===== src/design/avcrl_pkg.sv =====
// Shared types and constants for the reference list slot encoder.
package avcrl_pkg;

    // Identifier that marks an empty frame store slot
    localparam logic [31:0] INVALID_ID = 32'hFFFF_FFFF;
    // Filler byte for unused list positions
    localparam logic [7:0]  PAD_BYTE   = 8'hFF;

    // Fixed field widths
    localparam int ID_W   = 32;
    localparam int SLOT_W = 4;
    localparam int POS_W  = 5;
    localparam int BYTE_W = 8;

    // Input item kind carried on tuser
    localparam logic MODE_WRITE = 1'b0;
    localparam logic MODE_ENTRY = 1'b1;

    // Sequencer states
    typedef enum logic [3:0] {
        ST_IDLE = 4'b0001,
        ST_SCAN = 4'b0010,
        ST_EMIT = 4'b0100,
        ST_PAD  = 4'b1000
    } enc_state_t;

endpackage


===== src/design/avc_ref_list_slot_encoder.sv =====
// Top level: frame store memory, slot search sequencer and list byte output.
//
//  channel  dir  handshake          payload
//  s_*      in   s_tvalid/s_tready  tuser=mode, tdata=slot..long_term, tlast=last_entry
//  m_*      out  m_tvalid/m_tready  tdata=entry_byte,position, tlast=list_done
//
// A slot write (mode 0) stores surface_id in the addressed slot. A list entry reads
// the frame store one slot per cycle through its single read port, then a matching
// entry emits one byte; padding after the last entry adds 0xFF bytes up to the list
// length. Entries are taken only while the sequencer is idle.
// Reset clears the slot valid bits and the byte count; no clearing pass is run.
// A stalled output holds the sequencer in its emit or pad state.
module avc_ref_list_slot_encoder
    import avcrl_pkg::*;
#(
    parameter int SLOTS    = 16,
    parameter int LIST_LEN = 32
)(
    input  logic        clk,
    input  logic        rst_n,
    input  logic        s_tvalid,
    output logic        s_tready,
    // [3:0] slot, [35:4] surface_id, [36] entry_invalid, [37] top_field,
    // [38] bottom_field, [39] long_term
    input  logic [39:0] s_tdata,
    // [0] mode
    input  logic        s_tuser,
    input  logic        s_tlast,
    output logic        m_tvalid,
    input  logic        m_tready,
    // [7:0] entry_byte, [12:8] position, [15:13] zero
    output logic [15:0] m_tdata,
    output logic        m_tlast
);

    localparam int IW = (SLOTS > 1) ? $clog2(SLOTS) : 1;
    localparam int CW = $clog2(LIST_LEN + 1);

    // Input field views
    logic [SLOT_W-1:0] in_slot;
    logic [ID_W-1:0]   in_pid;
    logic              in_invalid;
    logic              in_top;
    logic              in_bot;
    logic              in_lt;
    logic              in_beat;

    assign in_slot    = s_tdata[3:0];
    assign in_pid     = s_tdata[35:4];
    assign in_invalid = s_tdata[36];
    assign in_top     = s_tdata[37];
    assign in_bot     = s_tdata[38];
    assign in_lt      = s_tdata[39];
    assign in_beat    = s_tvalid && s_tready;

    // Control state
    enc_state_t        state_reg, state_next;
    logic [CW-1:0]     cnt_reg, cnt_next;
    logic [IW-1:0]     iss_reg, iss_next;
    logic              cmp_vld_reg, cmp_vld_next;
    logic [IW-1:0]     cmp_idx_reg, cmp_idx_next;
    logic [SLOTS-1:0]  slot_vld_reg, slot_vld_next;
    logic              m_tvalid_reg, m_tvalid_next;

    // Payload state
    logic [ID_W-1:0]   pid_reg, pid_next;
    logic              top_reg, top_next;
    logic              bot_reg, bot_next;
    logic              lt_reg, lt_next;
    logic              last_reg, last_next;
    logic [IW-1:0]     hit_idx_reg, hit_idx_next;
    logic [BYTE_W-1:0] out_byte_reg, out_byte_next;
    logic [POS_W-1:0]  out_pos_reg, out_pos_next;
    logic              out_done_reg, out_done_next;

    // Frame store memory
    logic [ID_W-1:0]   id_mem [SLOTS];
    logic [ID_W-1:0]   rd_data_reg;
    logic              mem_we;
    logic [IW-1:0]     wr_addr;

    logic              cmp_hit;
    logic              cnt_full;
    logic              out_free;
    logic              out_load;
    logic [BYTE_W-1:0] hit_byte;

    assign cmp_hit  = slot_vld_reg[cmp_idx_reg] && (rd_data_reg != INVALID_ID)
                      && (rd_data_reg == pid_reg);
    assign cnt_full = (cnt_reg == CW'(LIST_LEN));
    assign out_free = !m_tvalid_reg || m_tready;
    assign hit_byte = {1'b0, lt_reg, ~(top_reg ^ bot_reg), SLOT_W'(hit_idx_reg),
                       ~top_reg & bot_reg};
    assign wr_addr  = in_slot[IW-1:0];

    // Sequencer
    always_comb
    begin
        state_next    = state_reg;
        cnt_next      = cnt_reg;
        iss_next      = iss_reg;
        cmp_vld_next  = 1'b0;
        cmp_idx_next  = cmp_idx_reg;
        slot_vld_next = slot_vld_reg;
        m_tvalid_next = m_tvalid_reg && !m_tready;
        pid_next      = pid_reg;
        top_next      = top_reg;
        bot_next      = bot_reg;
        lt_next       = lt_reg;
        last_next     = last_reg;
        hit_idx_next  = hit_idx_reg;
        out_byte_next = out_byte_reg;
        out_pos_next  = out_pos_reg;
        out_done_next = out_done_reg;
        mem_we        = 1'b0;
        out_load      = 1'b0;

        unique case (state_reg)
            ST_IDLE:
            begin
                if (in_beat)
                begin
                    if (s_tuser == MODE_WRITE)
                    begin
                        if ({1'b0, in_slot} < (SLOT_W + 1)'(SLOTS))
                        begin
                            mem_we                 = 1'b1;
                            slot_vld_next[wr_addr] = 1'b1;
                        end
                    end
                    else
                    begin
                        pid_next  = in_pid;
                        top_next  = in_top;
                        bot_next  = in_bot;
                        lt_next   = in_lt;
                        last_next = s_tlast;
                        if (!in_invalid)
                        begin
                            iss_next   = '0;
                            state_next = ST_SCAN;
                        end
                        else if (s_tlast)
                        begin
                            if (cnt_full)
                                cnt_next = '0;
                            else
                                state_next = ST_PAD;
                        end
                    end
                end
            end
            ST_SCAN:
            begin
                // one slot read issued per cycle, compared the cycle after
                iss_next     = iss_reg + IW'(1);
                cmp_vld_next = 1'b1;
                cmp_idx_next = iss_reg;
                if (cmp_vld_reg && (cmp_hit || cmp_idx_reg == IW'(SLOTS - 1)))
                begin
                    cmp_vld_next = 1'b0;
                    hit_idx_next = cmp_idx_reg;
                    if (cmp_hit && !cnt_full)
                        state_next = ST_EMIT;
                    else if (!last_reg)
                        state_next = ST_IDLE;
                    else if (cnt_full)
                    begin
                        cnt_next   = '0;
                        state_next = ST_IDLE;
                    end
                    else
                        state_next = ST_PAD;
                end
            end
            ST_EMIT:
            begin
                if (out_free)
                begin
                    out_load      = 1'b1;
                    m_tvalid_next = 1'b1;
                    out_byte_next = hit_byte;
                    out_pos_next  = POS_W'(cnt_reg);
                    out_done_next = (cnt_reg == CW'(LIST_LEN - 1));
                    cnt_next      = cnt_reg + CW'(1);
                    state_next    = ST_IDLE;
                    if (last_reg)
                    begin
                        if (cnt_reg == CW'(LIST_LEN - 1))
                            cnt_next = '0;
                        else
                            state_next = ST_PAD;
                    end
                end
            end
            ST_PAD:
            begin
                if (out_free)
                begin
                    out_load      = 1'b1;
                    m_tvalid_next = 1'b1;
                    out_byte_next = PAD_BYTE;
                    out_pos_next  = POS_W'(cnt_reg);
                    out_done_next = (cnt_reg == CW'(LIST_LEN - 1));
                    if (cnt_reg == CW'(LIST_LEN - 1))
                    begin
                        cnt_next   = '0;
                        state_next = ST_IDLE;
                    end
                    else
                        cnt_next = cnt_reg + CW'(1);
                end
            end
            default:
            begin
                state_next = ST_IDLE;
            end
        endcase
    end

    // Control registers
    always_ff @(posedge clk or negedge rst_n)
    begin
        if (!rst_n)
        begin
            state_reg    <= ST_IDLE;
            cnt_reg      <= '0;
            iss_reg      <= '0;
            cmp_vld_reg  <= 1'b0;
            cmp_idx_reg  <= '0;
            slot_vld_reg <= '0;
            m_tvalid_reg <= 1'b0;
        end
        else
        begin
            state_reg    <= state_next;
            cnt_reg      <= cnt_next;
            iss_reg      <= iss_next;
            cmp_vld_reg  <= cmp_vld_next;
            cmp_idx_reg  <= cmp_idx_next;
            slot_vld_reg <= slot_vld_next;
            m_tvalid_reg <= m_tvalid_next;
        end
    end

    // Payload registers
    always_ff @(posedge clk)
    begin
        pid_reg      <= pid_next;
        top_reg      <= top_next;
        bot_reg      <= bot_next;
        lt_reg       <= lt_next;
        last_reg     <= last_next;
        hit_idx_reg  <= hit_idx_next;
        out_byte_reg <= out_byte_next;
        out_pos_reg  <= out_pos_next;
        out_done_reg <= out_done_next;
    end

    // Frame store: one write port, one registered read port
    always_ff @(posedge clk)
    begin
        if (mem_we)
            id_mem[wr_addr] <= in_pid;
        rd_data_reg <= id_mem[iss_reg];
    end

    assign s_tready = (state_reg == ST_IDLE);
    assign m_tvalid = m_tvalid_reg;
    assign m_tdata  = {3'b000, out_pos_reg, out_byte_reg};
    assign m_tlast  = out_done_reg;

    // Byte count never runs past the list length
    a_cnt_range: assert property (@(posedge clk) disable iff (!rst_n)
        cnt_reg <= CW'(LIST_LEN))
        else $error("byte count beyond list length");

    // Output beats are only produced by the emit and pad states
    a_load_state: assert property (@(posedge clk) disable iff (!rst_n)
        out_load |-> (state_reg == ST_EMIT || state_reg == ST_PAD))
        else $error("output loaded outside emit or pad");

    // A loaded byte never goes past the last list position
    a_load_room: assert property (@(posedge clk) disable iff (!rst_n)
        out_load |-> !cnt_full)
        else $error("byte emitted with a full list");

    // A valid list entry starts a slot search
    a_scan_start: assert property (@(posedge clk) disable iff (!rst_n)
        (in_beat && s_tuser == MODE_ENTRY && !in_invalid)
        |=> (state_reg == ST_SCAN && !cmp_vld_reg && iss_reg == '0))
        else $error("entry did not start a search");

endmodule

===== config.mk =====
export PLATFORM = sky130hd
export DESIGN_NAME = avc_ref_list_slot_encoder
export DESIGN_NICKNAME = d
export VERILOG_FILES = /design/src/design/avcrl_pkg.sv /design/src/design/avc_ref_list_slot_encoder.sv
export SDC_FILE = /design/constraint.sdc
export NUM_CORES = 1
export LEC_CHECK = 0
export ABC_AREA = 1
export BUFFER_PORTS_ARGS = -buffer_cell sky130_fd_sc_hd__buf_2
export CORE_ASPECT_RATIO = 0.9
export CORE_UTILIZATION = 40
export CTS_CLUSTER_DIAMETER = 150
export DETAILED_ROUTE_END_ITERATION = 8
export GPL_TIMING_DRIVEN = 0
export PLACE_DENSITY_LB_ADDON = 0.12
export SYNTH_ARGS = -nofsm -noshare
export SYNTH_HDL_FRONTEND = slang
export SYNTH_SLANG_ARGS = --single-unit

===== constraint.sdc =====
create_clock -name clk -period 3.78 [get_ports clk]
set_input_delay 0.189 -clock clk [delete_from_list [all_inputs] [get_ports clk]]
set_output_delay 0.189 -clock clk [all_outputs]
set_load 0.02 [all_outputs]

==> results by stage <==
GRT:
- The met3 track demand over resource is 5.655%.
- The pin count of the biggest net entering global routing is 37.
- The aggregate global-route resource usage is 24.03%.
- For this run, global-route usage on met2 was measured as between 30% and 40%.
- The wire length of the first global-routing pass is 108,100 um.
- For this run the aggregate overflow at the end of global routing stands at 0.
- The number of antenna violations at the first check in global routing came to 1.
- The number of global-route vias before repair was 15,831.
- The layer with the highest usage is met2.
- Global routing used between 30% and 40% of the available met1 tracks.

Worst setup path:
- The critical path endpoint category is a flop.
- The maximum fanout along the worst path is 18.
- For this design, the slowest cell found on the critical path is nor2_4.
- The delay of the slowest cell on the worst path is ~800 ps.
- Data arrives at the worst endpoint at about 3500 ps.
- The class of the most critical setup path is reg -> reg.
- The launching element type of the critical path is a flop.
- The worst path required time is 4070 ps.
- The critical path goes through nor2_2 -> nand3_2 -> inv_2 -> nand2_1 -> nor2_1 -> nand3_1 -> nor2_4 -> buf_12.

Final layout:
- With fillers left out, the area of the finished cells amounts to 0.02895 mm^2.
- The flip-flop count of the largest register after layout is 512.
- The most common cell after layout, fill and taps aside is edfxtp_1.
- The final cell count without fillers is 2,931.
- The layout-stage area growth over the synthesis result is 17.05%.
- In the final layout, the share of cells above drive strength 1 is 11.41%.
- The final core utilization is a little under half.
- Counting the fill cells in the layout gives 5,406.
- The top cell types in the final layout, fill and taps aside, are 566 x edfxtp_1, 322 x nor2_1, 264 x o21ai_0.
- The number of nets at the end of the flow is 2,139.
- The number of antenna diodes in the final layout is 0.

Route:
- The detailed router finished its first iteration with about 1,800 violations.
- For this run, the detailed router's first-pass iteration total came to 5.
- The routed layout has between 15,000 and 20,000 vias.
- After detailed routing, the average wire length per cell comes to about 26 um.
- The wire length reported by the detailed router is about 75,000 um.
- For this run, design rule violations remaining after detail routing come to 0.
- Dividing the detail-routed via count by the number of cells gives roughly 5.6.
- The number of nets still failing antenna checks after routing is 0.

CTS:
- The number of hold buffers added after CTS was 34.
- The cell sitting at the root of the clock tree is a clkbuf_16.
- Once the clock tree was built, the setup fixing pass inserted 0 buffers.
- The source-to-sink clock delay at the later pin of the worst-skew pair is ~600 ps.
- In this run the number of H-tree levels came out at 3.
- The TritonCTS clock tree is built.
- The sink count of the clock tree is 634.
- The clock passes through at most 3 buffers.
- Gates resized during post-CTS repair numbered 0.
- In this run, CTS created clock tree buffers numbering 67.
- The clock edge transition at the registers on the reported setup and hold paths is around 60 ps.

Timing:
- The final setup TNS is 0 ps.
- Setup violations remaining at the end of the flow were counted as 0.
- At the pin with the least slew margin, the transition time is 1071 ps.
- The final clock skew is 12.83 ps.
- The post-route fraction of the period consumed by the critical path is a little over four fifths.
- The number of hold violations in the final report is 0.
- The final-report max-slew violation count is 0.
- Headroom to the max-slew limit came out at roughly 29%.
- The minimum setup slack in the final design is 602.1 ps.
- The minimum clock period is 3178 ps.
- Derived from the worst setup path, the maximum achievable clock frequency is 314.7 MHz.
- On the final layout, the worst hold slack is approximately 25 ps.
- Setup repair after global routing left no endpoint under its margin.

Synth:
- The synthesized instance count is roughly 1,900.
- Yosys mapped the design onto 41 distinct sky130hd cell types.
- Yosys mapped a number of flops with a built-in enable equal to 566.
- The synthesized-area fraction occupied by and/or/nand/nor cells is approximately a tenth.
- The Yosys step of the flow raised 0 warnings.
- Summing every instance area after synthesis gives about 0.025 mm^2.
- The largest family of logic cells by synthesized area is compound AO/OA/AOI/OAI gates.
- The synthesized netlist devotes between 10 and 15% of its cell area to compound gates.
- For this run, asynchronously set or reset flops after synthesis account for around 5.7%.
- The sequential element share of the synthesized area is between 70% and 80%.
- A synthesized cell averages between 10 and 15 um^2.
- The xor and xnor area share after synthesis is less than 1%.
- In this run, synthesis produced a sequential element count of between 600 and 700.
- Multiplexer cells account for 0% of the synthesized area.
- Of the total synthesized cell area, the portion taken by full adders, half adders and majority gates is less than 1%.
- In this run the biggest area consumer among cell types represents 68.71% of the synthesized area.
- The most used flip-flop cell after synthesis is edfxtp_1.
- The dominant cell type by area after synthesis is edfxtp_1.
- By area the synthesized netlist is led by edfxtp_1 69%, o21ai_0 5.3%, nor2_1 5.1%.

Run:
- The number of max-cap violations is 0.

Placement:
- Routability-driven placement finished with a final weighted congestion of between 0.8 and 0.9.
- The standard cell area after detailed placement is approximately 0.027 mm^2.
- Counting tap cells, the placed design contains a total of about 2,800 instances.
- The placement-stage worst setup slack is around 630 ps.
- The HPWL after detailed placement is about 48,000 um.
- Buffers placed on the I/O ports in this run total 61.

Power:
- Dividing total power by cell area gives a power density of just under 700 mW/mm^2.
- Internal power comes to about 13 mW.
- The power consumption is 19.81 mW.
- The power share of the sequential group is about 42%.
- The share of power burned in the clock network is 31.9%.
- The combinational fraction of design power is between 20% and 30%.
- The power spent charging and discharging nets is between 6 and 7 mW.
- The maximum VDD drop is about 0.32 mV.
- The switching share of power is between 30% and 40%.
- The analysis attributes to cell leakage a power of around 9.9 nW.

Die:
- The effective utilization at floorplan is approximately two fifths.
- The horizontal die dimension is between 200 and 300 um.
- The core region is roughly 0.06 mm^2.
- Row generation in the floorplan step produced 86 rows.
- The overall die area is 0.06284 mm^2.
- In this run the count of I/O pins placed on the die edge is 65.
- The vertical extent of the die is approximately 240 um.

Hold path:
- In this run the worst hold path is classified as in -> reg.

Outcome:
- The run finished with clean final reports.
synth_stat cells, types with 20 or more instances:
| cell type | n |
|---|---|
| nand3_1 | 46 |
| dfxtp_1 | 32 |
| clkbuf_1 | 82 |
| o221ai_1 | 89 |
| o22ai_1 | 41 |
| o21ai_0 | 264 |
| inv_1 | 71 |
| nor2_1 | 339 |
| nand2_1 | 178 |
| edfxtp_1 | 566 |
| dfrtp_1 | 35 |
| buf_2 | 20 |
| o211ai_1 | 39 |
layout make-up:
cell class	count	area, um^2	share of cell area (%)
clock inverters	20	147.6	0.5099
repair buffers	113	1021	3.526
clock buffers	99	1922	6.638
plain buffers	113	475.5	1.642
multi-input cells	1078	5542	19.14
flip-flops and latches	634	18540	64.03
inverters	82	315.3	1.089
well taps	792	991.0	3.423
power by group through the flow:
stage / logic (mW) / clock network (mW) / registers [mW]
2_1_floorplan: 2.89 / 0 / 8.48
3_3_place_gp: 4.93 / 0 / 8.54
3_5_place_dp: 5.03 / 0 / 8.54
4_1_cts: 5.07 / 6.41 / 8.40
5_1_grt: 5.56 / 6.66 / 8.44
6_report: 5.10 / 6.31 / 8.40
cells by family (layout without fill, tap and decap cells):
family / count (synthesis) / count (layout)
DFF: 634 / 634
other: 1 / 3
AOI/OAI and AO/OA: 442 / 442
xor gates and xnor gates: 8 / 8
and+or+nand+nor: 621 / 621
buffers and inverters: 195 / 427
adders and majority gates: 4 / 4
critical path, delay by kind of cell (launching register included):
family,cells,cell delay [ps]
and+or+nand+nor,6,1980
buffers and inverters,2,440
DFF,1,420
per-layer routing:
layer / share of wire [%] / vias to the layer above
li1: - / 7352
met1: 44 / 8148
met2: 45 / 683
met3: 8.0 / 115
met4: 2.8 / 0
met5: 0 / -
worst paths after layout:
check	cells after the start	to	startpoint	slack, ps
worst max-delay path	8	id_mem[10][11]$_DFFE_PP_	state_reg[2]$_DFFE_PN0P_	600
worst min-delay path	1	id_mem[2][0]$_DFFE_PP_	s_tdata[4]	30
worst max register to register	8	id_mem[10][11]$_DFFE_PP_	state_reg[2]$_DFFE_PN0P_	600
worst min register to register	1	slot_vld_reg[15]$_DFFE_PN0P_	slot_vld_reg[15]$_DFFE_PN0P_	460
max in group asynchronous	2	state_reg[1]$_DFFE_PN0P_	rst_n	2980
min in group asynchronous	2	slot_vld_reg[1]$_DFFE_PN0P_	rst_n	260
Note: power is estimated with default switching activity, not from simulation.
